[src/design/assert_macros.svh]
// Assertion macros used by the top-level RTL file.
`ifndef ASSERT_MACROS_SVH
`define ASSERT_MACROS_SVH

// Same-cycle implication, disabled while reset is asserted.
`define ASSERT_IMP(name, clk, rst_n, ante, cons) \
    name: assert property (@(posedge clk) disable iff (!(rst_n)) (ante) |-> (cons)) \
        else $error("assertion failed: implication");

// Next-cycle implication, disabled while reset is asserted.
`define ASSERT_NEXT(name, clk, rst_n, ante, cons) \
    name: assert property (@(posedge clk) disable iff (!(rst_n)) (ante) |=> (cons)) \
        else $error("assertion failed: next-cycle implication");

// Delayed implication, disabled while reset is asserted.
`define ASSERT_DLY3(name, clk, rst_n, ante, cons) \
    name: assert property (@(posedge clk) disable iff (!(rst_n)) (ante) |-> ##3 (cons)) \
        else $error("assertion failed: delayed implication");

`endif

[src/design/dcga_pkg.sv]
// Types, constants and the offset decode function of the gather address core.
`default_nettype none

package dcga_pkg;

    localparam int ADDR_WIDTH = 32;
    localparam int CFG_IDX_W  = 3;

    localparam logic [7:0] EXP_BIAS    = 8'd127;
    localparam logic [7:0] EXP_SAT     = 8'd135;  // shift of 8 or more saturates
    localparam logic [7:0] MANT_HIDDEN = 8'h80;
    localparam logic [7:0] INT_SAT     = 8'hff;
    localparam logic [6:0] OFFSET_BIAS = 7'd63;

    typedef enum logic [CFG_IDX_W-1:0] {
        REG_HEIGHT    = 3'd0,
        REG_WIDTH     = 3'd1,
        REG_CHANNELS  = 3'd2,
        REG_COL_START = 3'd3,
        REG_ROW_STEP  = 3'd4,
        REG_COL_STEP  = 3'd5,
        REG_COL_END   = 3'd6
    } cfg_idx_t;

    typedef struct packed {
        logic [15:0] height;
        logic [15:0] width;
        logic [15:0] channels;
        logic [15:0] col_start;
        logic [15:0] row_step;
        logic [15:0] col_step;
        logic [15:0] col_end;
    } cfg_t;

    typedef struct packed {
        logic [15:0] offset_h_raw;
        logic [15:0] offset_w_raw;
        logic [15:0] row_tap;
        logic [15:0] col_tap;
        logic [1:0]  corner;
        logic [31:0] image_base;
        logic        restart;
        logic [15:0] restart_row;
        logic [15:0] restart_col;
    } in_item_t;

    typedef struct packed {
        logic                  zero_fill;
        logic [ADDR_WIDTH-1:0] src_addr;
        logic [15:0]           next_row;
        logic [15:0]           next_col;
    } out_item_t;

    typedef struct packed {
        logic load_in;   // input transfer: position stage and counters
        logic mul_pix;   // pixel index stage
        logic load_out;  // address stage into the output register
    } dp_cmd_t;

    // Integer part of a bfloat16 value, zero below one, saturating at 255.
    function automatic logic [7:0] decode_offset(input logic [15:0] raw);
        logic [7:0]  e;
        logic [7:0]  amt;
        logic [14:0] sh;
        e   = raw[14:7];
        amt = e - EXP_BIAS;
        sh  = 15'({MANT_HIDDEN[7], raw[6:0]}) << amt[2:0];
        if (raw[15] || (e < EXP_BIAS)) begin
            return 8'd0;
        end else if (e >= EXP_SAT) begin
            return INT_SAT;
        end else begin
            return sh[14:7];
        end
    endfunction

endpackage

`default_nettype wire

[src/design/dcga_cfg_regs.sv]
// Configuration register file of the gather address core.
`default_nettype none

module dcga_cfg_regs
    import dcga_pkg::*;
(
    input  wire logic                 aclk,
    input  wire logic                 aresetn,
    input  wire logic                 wr_en,
    input  wire logic [CFG_IDX_W-1:0] wr_index,
    input  wire logic [15:0]          wr_data,
    output cfg_t                      cfg
);

    cfg_t cfg_reg;
    cfg_t cfg_next;

    always_comb begin
        cfg_next = cfg_reg;
        if (wr_en) begin
            unique case (cfg_idx_t'(wr_index))
                REG_HEIGHT:    cfg_next.height    = wr_data;
                REG_WIDTH:     cfg_next.width     = wr_data;
                REG_CHANNELS:  cfg_next.channels  = wr_data;
                REG_COL_START: cfg_next.col_start = wr_data;
                REG_ROW_STEP:  cfg_next.row_step  = wr_data;
                REG_COL_STEP:  cfg_next.col_step  = wr_data;
                REG_COL_END:   cfg_next.col_end   = wr_data;
                default:       cfg_next = cfg_reg;  // unmapped index: ignored
            endcase
        end
    end

    always_ff @(posedge aclk) begin
        if (!aresetn) begin
            cfg_reg.height    <= 16'd1;
            cfg_reg.width     <= 16'd1;
            cfg_reg.channels  <= 16'd32;
            cfg_reg.col_start <= 16'd0;
            cfg_reg.row_step  <= 16'd1;
            cfg_reg.col_step  <= 16'd1;
            cfg_reg.col_end   <= 16'd1;
        end else begin
            cfg_reg <= cfg_next;
        end
    end

    assign cfg = cfg_reg;

endmodule

`default_nettype wire

[src/design/dcga_ctrl.sv]
// Controller state machine: sequences each item through the datapath stages.
`default_nettype none

module dcga_ctrl
    import dcga_pkg::*;
(
    input  wire logic aclk,
    input  wire logic aresetn,
    input  wire logic s_valid,
    output logic      s_ready,
    output logic      m_valid,
    input  wire logic m_ready,
    output dp_cmd_t   cmd
);

    typedef enum logic [1:0] {
        ST_IDLE,
        ST_MUL,
        ST_ADDR
    } state_t;

    state_t state_reg;
    state_t state_next;
    logic   m_valid_reg;
    logic   m_valid_next;
    logic   out_free;
    logic   accept;

    assign out_free = !m_valid_reg || m_ready;
    assign s_ready  = (state_reg == ST_IDLE) || ((state_reg == ST_ADDR) && out_free);
    assign accept   = s_valid && s_ready;

    assign cmd.load_in  = accept;
    assign cmd.mul_pix  = (state_reg == ST_MUL);
    assign cmd.load_out = (state_reg == ST_ADDR) && out_free;

    always_comb begin
        state_next = state_reg;
        unique case (state_reg)
            ST_IDLE: begin
                if (accept) state_next = ST_MUL;
            end
            ST_MUL: begin
                state_next = ST_ADDR;
            end
            ST_ADDR: begin
                if (out_free) state_next = accept ? ST_MUL : ST_IDLE;
            end
            default: state_next = ST_IDLE;
        endcase
    end

    always_comb begin
        m_valid_next = m_valid_reg;
        if (cmd.load_out) begin
            m_valid_next = 1'b1;
        end else if (m_ready) begin
            m_valid_next = 1'b0;
        end
    end

    always_ff @(posedge aclk) begin
        if (!aresetn) begin
            state_reg   <= ST_IDLE;
            m_valid_reg <= 1'b0;
        end else begin
            state_reg   <= state_next;
            m_valid_reg <= m_valid_next;
        end
    end

    assign m_valid = m_valid_reg;

endmodule

`default_nettype wire

[src/design/dcga_datapath.sv]
// Datapath: offset decode, position and bounds, counters, pixel index, address.
`default_nettype none

module dcga_datapath
    import dcga_pkg::*;
(
    input  wire logic     aclk,
    input  wire logic     aresetn,
    input  wire cfg_t     cfg,
    input  wire dp_cmd_t  cmd,
    input  wire in_item_t in_item,
    output out_item_t     out_item
);

    // running counters
    logic [15:0] row_pos_reg, row_pos_next;
    logic [15:0] col_pos_reg, col_pos_next;

    // position stage
    logic [15:0] h_reg, w_reg;
    logic        inb1_reg;
    logic [31:0] base1_reg;
    logic [15:0] nrow1_reg, ncol1_reg;

    // pixel index stage
    logic [31:0] pix_reg;
    logic        inb2_reg;
    logic [31:0] base2_reg;
    logic [15:0] nrow2_reg, ncol2_reg;

    out_item_t out_reg;

    logic [15:0] row_eff, col_eff;
    logic [7:0]  int_h, int_w;
    logic [18:0] h_sum, w_sum;
    logic        inb_h, inb_w;
    logic [16:0] col_sum;
    logic        col_wrap;
    logic [31:0] pix_next;
    logic [31:0] scaled;

    assign row_eff = in_item.restart ? in_item.restart_row : row_pos_reg;
    assign col_eff = in_item.restart ? in_item.restart_col : col_pos_reg;
    assign int_h   = decode_offset(in_item.offset_h_raw);
    assign int_w   = decode_offset(in_item.offset_w_raw);

    // 19-bit two's complement: low end is -63, high end fits in 18 bits
    assign h_sum = 19'(row_eff) + 19'(in_item.row_tap) + 19'(int_h)
                 + 19'(in_item.corner[1]) - 19'(OFFSET_BIAS);
    assign w_sum = 19'(col_eff) + 19'(in_item.col_tap) + 19'(int_w)
                 + 19'(in_item.corner[0]) - 19'(OFFSET_BIAS);
    assign inb_h = !h_sum[18] && (h_sum[17:0] < 18'(cfg.height));
    assign inb_w = !w_sum[18] && (w_sum[17:0] < 18'(cfg.width));

    // column advance, compared at 17 bits
    assign col_sum  = 17'(col_eff) + 17'(cfg.col_step);
    assign col_wrap = (col_sum >= 17'(cfg.col_end));

    always_comb begin
        row_pos_next = row_pos_reg;
        col_pos_next = col_pos_reg;
        if (cmd.load_in) begin
            if (col_wrap) begin
                col_pos_next = cfg.col_start;
                row_pos_next = row_eff + cfg.row_step;
            end else begin
                col_pos_next = col_sum[15:0];
                row_pos_next = row_eff;
            end
        end
    end

    // h < height and w < width, so h*width + w stays below 2^32
    assign pix_next = (32'(h_reg) * 32'(cfg.width)) + 32'(w_reg);
    assign scaled   = pix_reg * 32'(cfg.channels);

    always_ff @(posedge aclk) begin
        if (!aresetn) begin
            row_pos_reg <= '0;
            col_pos_reg <= '0;
        end else begin
            row_pos_reg <= row_pos_next;
            col_pos_reg <= col_pos_next;
        end
    end

    always_ff @(posedge aclk) begin
        if (cmd.load_in) begin
            h_reg     <= h_sum[15:0];
            w_reg     <= w_sum[15:0];
            inb1_reg  <= inb_h && inb_w;
            base1_reg <= in_item.image_base;
            nrow1_reg <= row_pos_next;
            ncol1_reg <= col_pos_next;
        end
        if (cmd.mul_pix) begin
            pix_reg   <= pix_next;
            inb2_reg  <= inb1_reg;
            base2_reg <= base1_reg;
            nrow2_reg <= nrow1_reg;
            ncol2_reg <= ncol1_reg;
        end
        if (cmd.load_out) begin
            out_reg.zero_fill <= !inb2_reg;
            out_reg.src_addr  <= inb2_reg ? ADDR_WIDTH'(base2_reg + scaled) : '0;
            out_reg.next_row  <= nrow2_reg;
            out_reg.next_col  <= ncol2_reg;
        end
    end

    assign out_item = out_reg;

endmodule

`default_nettype wire

[src/design/deform_conv_gather_address_core.sv]
// Top level of the deformable convolution gather address core.
//
// Usage:
//   s_valid/s_ready/s_data   input items (in_item_t); a transfer happens when
//                            valid and ready are both high at a clock edge.
//   m_valid/m_ready/m_data   one result (out_item_t) per input item, in order.
//   cfg_valid/cfg_ready      register writes, cfg_index selects the register
//   cfg_index/cfg_data       (0 height .. 6 col_end); cfg_ready is always high.
//                            Write only while no item is in flight.
// Stages: an accepted item passes the position stage, then the pixel index
//   multiply, then the address multiply-add into the output register, which
//   it enters, with m_valid, once the output is free.
// Overlap: limited by the two multiplier stages that each item passes in turn.
//   The next item is taken in the cycle the previous one moves into the output
//   register.
// Stall: a waiting result stays in the output register; the item behind it
//   waits in the address stage and s_ready stays low until m_ready.
// Reset (aresetn, synchronous, active low): configuration registers go to
//   their defaults, row and column counters clear, no result is pending.
`default_nettype none
`include "assert_macros.svh"

module deform_conv_gather_address_core
    import dcga_pkg::*;
(
    input  wire logic                 aclk,
    input  wire logic                 aresetn,

    input  wire logic                 s_valid,
    output logic                      s_ready,
    input  wire in_item_t             s_data,

    output logic                      m_valid,
    input  wire logic                 m_ready,
    output out_item_t                 m_data,

    input  wire logic                 cfg_valid,
    output logic                      cfg_ready,
    input  wire logic [CFG_IDX_W-1:0] cfg_index,
    input  wire logic [15:0]          cfg_data
);

    cfg_t    cfg;
    dp_cmd_t cmd;

    // configuration writes never stall
    assign cfg_ready = 1'b1;

    dcga_cfg_regs u_cfg_regs (
        .aclk     (aclk),
        .aresetn  (aresetn),
        .wr_en    (cfg_valid && cfg_ready),
        .wr_index (cfg_index),
        .wr_data  (cfg_data),
        .cfg      (cfg)
    );

    dcga_ctrl u_ctrl (
        .aclk    (aclk),
        .aresetn (aresetn),
        .s_valid (s_valid),
        .s_ready (s_ready),
        .m_valid (m_valid),
        .m_ready (m_ready),
        .cmd     (cmd)
    );

    dcga_datapath u_datapath (
        .aclk     (aclk),
        .aresetn  (aresetn),
        .cfg      (cfg),
        .cmd      (cmd),
        .in_item  (s_data),
        .out_item (m_data)
    );

    // an out-of-image result carries a zero address
    `ASSERT_IMP(a_zero_fill_addr, aclk, aresetn, m_valid && m_data.zero_fill, m_data.src_addr == '0)
    // after a transfer in, the pixel index stage runs and input is closed
    `ASSERT_NEXT(a_busy_after_accept, aclk, aresetn, s_valid && s_ready, !s_ready)
    // an accepted item later finds m_valid high: it has reached or waits behind the output register
    `ASSERT_DLY3(a_result_pending, aclk, aresetn, s_valid && s_ready, m_valid)

endmodule

`default_nettype wire
[config.mk]
export PLATFORM = sky130hd
export DESIGN_NAME = deform_conv_gather_address_core
export DESIGN_NICKNAME = d
export VERILOG_FILES = /design/src/design/dcga_pkg.sv /design/src/design/dcga_cfg_regs.sv /design/src/design/dcga_ctrl.sv /design/src/design/dcga_datapath.sv /design/src/design/deform_conv_gather_address_core.sv
export VERILOG_INCLUDE_DIRS = /design/src /design/src/design
export SDC_FILE = /design/constraint.sdc
export NUM_CORES = 2
export LEC_CHECK = 0
export CAP_MARGIN = 25
export CORE_MARGIN = 10
export CORE_UTILIZATION = 47
export DETAILED_ROUTE_END_ITERATION = 6
export DONT_BUFFER_PORTS = 1
export PLACE_DENSITY_LB_ADDON = 0.12
export SKIP_CTS_REPAIR_TIMING = 1
export SKIP_LAST_GASP = 1
export SYNTH_ARGS = -nofsm -noshare
export SYNTH_HDL_FRONTEND = slang
export SYNTH_SLANG_ARGS = --single-unit
[constraint.sdc]
create_clock -name aclk -period 6.95 [get_ports aclk]
set_input_delay 0.3475 -clock aclk [delete_from_list [all_inputs] [get_ports aclk]]
set_output_delay 0.3475 -clock aclk [all_outputs]
set_load 0.02 [all_outputs]
==> impl_metrics.csv <==
group,metric,value,unit
status,status,"finished with violations",
status,violations,"negative hold slack",
pwr,leakagePower,0.0208,uW
timing,fin_crit,6.58,ns
timing,rsz0062_at_grt,"no",
critical_path,crit_path_cell_trace,"buf_4 -> nand2_1 -> fa_1 -> fa_1 -> fa_1 -> inv_1 -> fa_1 -> fa_1 -> inv_1 -> fa_1 -> inv_1 -> ha_1 -> a21o_1 -> a21o_1 -> a21oi_1 -> o311ai_1 -> a31oi_1 -> xor2_1 -> nor2_1",
critical_path,critPathMaxStageDelay,0.81,ns
routing,drtAntennaViolNets,0,
synthesis,synth_cells,4371,
pwr,ir_worst_vdd,310,uV
timing,skew,0.0266,ns
timing,period_share,94.7,%
timing,hold_slack,-0.00502,ns
synthesis,synthXorXnorAreaFrac,3.45,%
critical_path,cp.arrival,6.93,ns
job,drv_cap,0,
cts,cts_made_buffers,48,
placed_design,place.gp.congestion,0.881,
cts,clockBufferDepth,3,
min_path,min_from,"cfg_index[0]",
cts,cts_max_level,2,
die,fp-row-count,108,
critical_path,critPathMaxFanout,17,
timing,hold_viol_final,1,
die,die_h,317,um
synthesis,synth_mux_area_share,2.14,%
routing,vias_per_cell,5.18,
synthesis,ys_warn_count,0,
timing,worstMarginPinSlew,0.974,ns
synthesis,yosysSeqAreaShare,25.8,%
layout,largest_register_ffs,112,
synthesis,yosys.area_share.simple,14.5,%
synthesis,ys_types,80,
placed_design,place_area,43300,um2
synthesis,synthesis.area,41500,um2
critical_path,regToRegStartpoint,"u_cfg_regs.cfg[67]",
cts,clk_pin_slew,0.06,ns
layout,nFillCells,8061,
timing,slew_viol_final,0,
routing,drt_iter0_drc,1876,
synthesis,ys_ff_latch,406,
routing,vias,29200,
grt,grt_max_degree,67,
layout,design_area,45600,um2
layout,layout-drive-gt1-share,6.24,%
timing,max_freq,0.152,GHz
min_path,hold_class,"in -> reg",
routing,drc,0,
grt,track_usage,22.5,%
routing,finalWirelength,113,mm
die,ios,223,
layout,layout.cells.non_filler,5642,
synthesis,synth_fa_ha_area_share,36.7,%
critical_path,crit_top_cell,"fa_1",
synthesis,synth_top_family_by_area,"adder cells",
layout,syn2layout_area_growth,9.81,%
synthesis,syn_avg_cell_area,9.50,um2
routing,wl_per_cell,20.0,um
die,start_util,47.6,%
timing,fin_tns_setup,0,ns
timing,finalSetupViolCount,0,
pwr,powerDensity,293,nW/um2
cts,clock_sinks,406,
critical_path,cp-start-kind,"flip-flop",
critical_path,setup.worst_path.end_class,"flip-flop",
synthesis,syn_nets,5415,
routing,drt-pass1-iter-count,5,
critical_path,crit_type,"reg -> reg",
grt,first_global_vias,30100,
cts,clk_latency,0.64,ns
critical_path,cp.required,7.29,ns
synthesis,synth_edf_count,259,
grt,grt_pass1_wl,176,mm
placed_design,dp_cells,5487,
die,dieArea,101000,um2
die,coreArea,87200,um2
synthesis,synth-compound-area-share,8.31,%
grt,antenna_found_initial,8,
grt,grt_overflow,0,
timing,max_slew_margin,34.1,%
synthesis,synthFlopType,"edfxtp_1",
cts,cts_root_buffer,"clkbuf_16",
cts,cts_tree,"built",
critical_path,crit_slowest_cell,"o311ai_1",
die,die_width,317,um
layout,final_nets,5490,
critical_path,crit_start,"u_cfg_regs.cfg[67]",
placed_design,place.port_buffers,0,
synthesis,async_reset_ff_share,0,%
placed_design,hpwl,89.9,mm
==> critical path: cells and delay by family (launching register included) <==
| family | cells | cell delay, ns |
|---|---|---|
| buffers and inverters | 4 | 0.54 |
| AOI/OAI and AO/OA | 5 | 1.32 |
| and+or+nand+nor | 2 | 0.17 |
| adders and majority gates | 7 | 3.41 |
| xor gates and xnor gates | 1 | 0.17 |
| DFF | 1 | 0.68 |
==> metal layers <==
metal	routed length (um)	track usage (%)	part of all wire, %	up-vias
met3	6880	4.32	6.1	135
li1	-	-	-	13900
met1	49000	29.1	43	14400
met2	54800	38.8	49	666
met5	51	0	0.045	-
met4	2180	5.33	1.9	10
==> kinds of logic (layout without fill, tap and decap cells) <==
family	Yosys count	count (layout)
xor+xnor	162	162
fa+ha+maj	889	889
simple gates	1300	1300
mux	75	75
other cells	1	3
flops	406	406
buf+inv	989	1103
compound gates	549	549
==> cell type report <==
| cell class | instances | area, um2 | share of cell area [%] |
|---|---|---|---|
| multi-input cells | 2976 | 27100 | 59.4 |
| repair buffers | 182 | 1550 | 3.40 |
| diodes | 2 | 5.00 | 0.0110 |
| inverters | 832 | 3130 | 6.86 |
| clock buffers | 59 | 1280 | 2.82 |
| flip-flops and latches | 406 | 10700 | 23.5 |
| well taps | 1155 | 1450 | 3.17 |
| clock inverters | 30 | 377 | 0.826 |
==> placed cells by master (no fill, tap or decap), types with 11 or more instances in the layout <==
| master | synthesis | routed |
|---|---|---|
| o21ai_0 | 44 | 44 |
| dlygate4sd3_1 | 0 | 53 |
| o21a_1 | 23 | 23 |
| nand2_1 | 713 | 712 |
| xnor2_1 | 115 | 115 |
| nor2b_1 | 24 | 23 |
| buf_4 | 4 | 125 |
| inv_1 | 830 | 829 |
| a21o_1 | 69 | 69 |
| dfxtp_1 | 147 | 143 |
| o21bai_1 | 18 | 18 |
| nand4_1 | 11 | 11 |
| fa_1 | 550 | 550 |
| clkbuf_16 | 0 | 49 |
| and3_1 | 18 | 18 |
| nor2_1 | 98 | 97 |
| o21ai_1 | 40 | 40 |
| a21oi_1 | 234 | 234 |
| and2_1 | 297 | 297 |
| a211oi_1 | 13 | 13 |
| xor2_1 | 45 | 45 |
| nand2b_1 | 23 | 23 |
| mux2_2 | 31 | 31 |
| nor3_1 | 40 | 40 |
| a31oi_1 | 23 | 23 |
| edfxtp_1 | 259 | 259 |
| ha_1 | 339 | 339 |
| mux2i_1 | 36 | 36 |
| nand3_1 | 36 | 36 |
==> synth_stat cells (all sizes together) (8+ instances only) <==
master,instances,area (um2)
inv,830,3120
nand2,713,2680
fa,550,11000
ha,339,4240
and2,297,1860
edfxtp,259,7780
a21oi,234,1170
clkbuf,151,567
dfxtp,147,2940
xnor2,117,1040
nor2,99,374
o21ai,85,429
a21o,69,518
xor2,45,394
nor3,40,200
mux2i,36,360
nand3,36,180
mux2,31,349
a31oi,25,169
nor2b,24,150
nand2b,23,144
o21a,23,173
and3,18,113
o21bai,18,135
a211oi,16,143
nand4,11,68.8
o211ai,11,87.6
nor4,10,62.6
or3,10,62.6
mux4,8,180
or2,8,50.1
==> path summary, 6_finish.rpt <==
| check | cells past startpoint | slack [ns] | end |
|---|---|---|---|
| setup / recovery | 19 | 0.37 | u_datapath.out_item[59] |
| hold / removal | 4 | -0.005 | u_cfg_regs.cfg[94] |
| hold reg to reg | 0 | 0.42 | u_datapath.base2_reg[21] |
| setup reg to reg | 19 | 0.37 | u_datapath.out_item[59] |
==> per-stage QoR <==
stage,setup slack (ns),utilization [%],total power (uW),hold slack (ns)
2_1_floorplan,0.764,-,8510,0.400
3_3_place_gp,0.279,49.7,10600,0.401
3_5_place_dp,0.247,49.7,10700,0.405
4_1_cts,0.242,51.6,13400,-0.241
5_1_grt,0.0358,52.3,14500,0.0126
6_report,0.368,52.3,13400,-0.00502
==> power by group <==
part / switching, uW / internal [uW]
combinational: 4270 / 3030
sequential: 371 / 3040
clock: 1090 / 1550
total: 5740 / 7620
(Power assumes the default switching activity.)
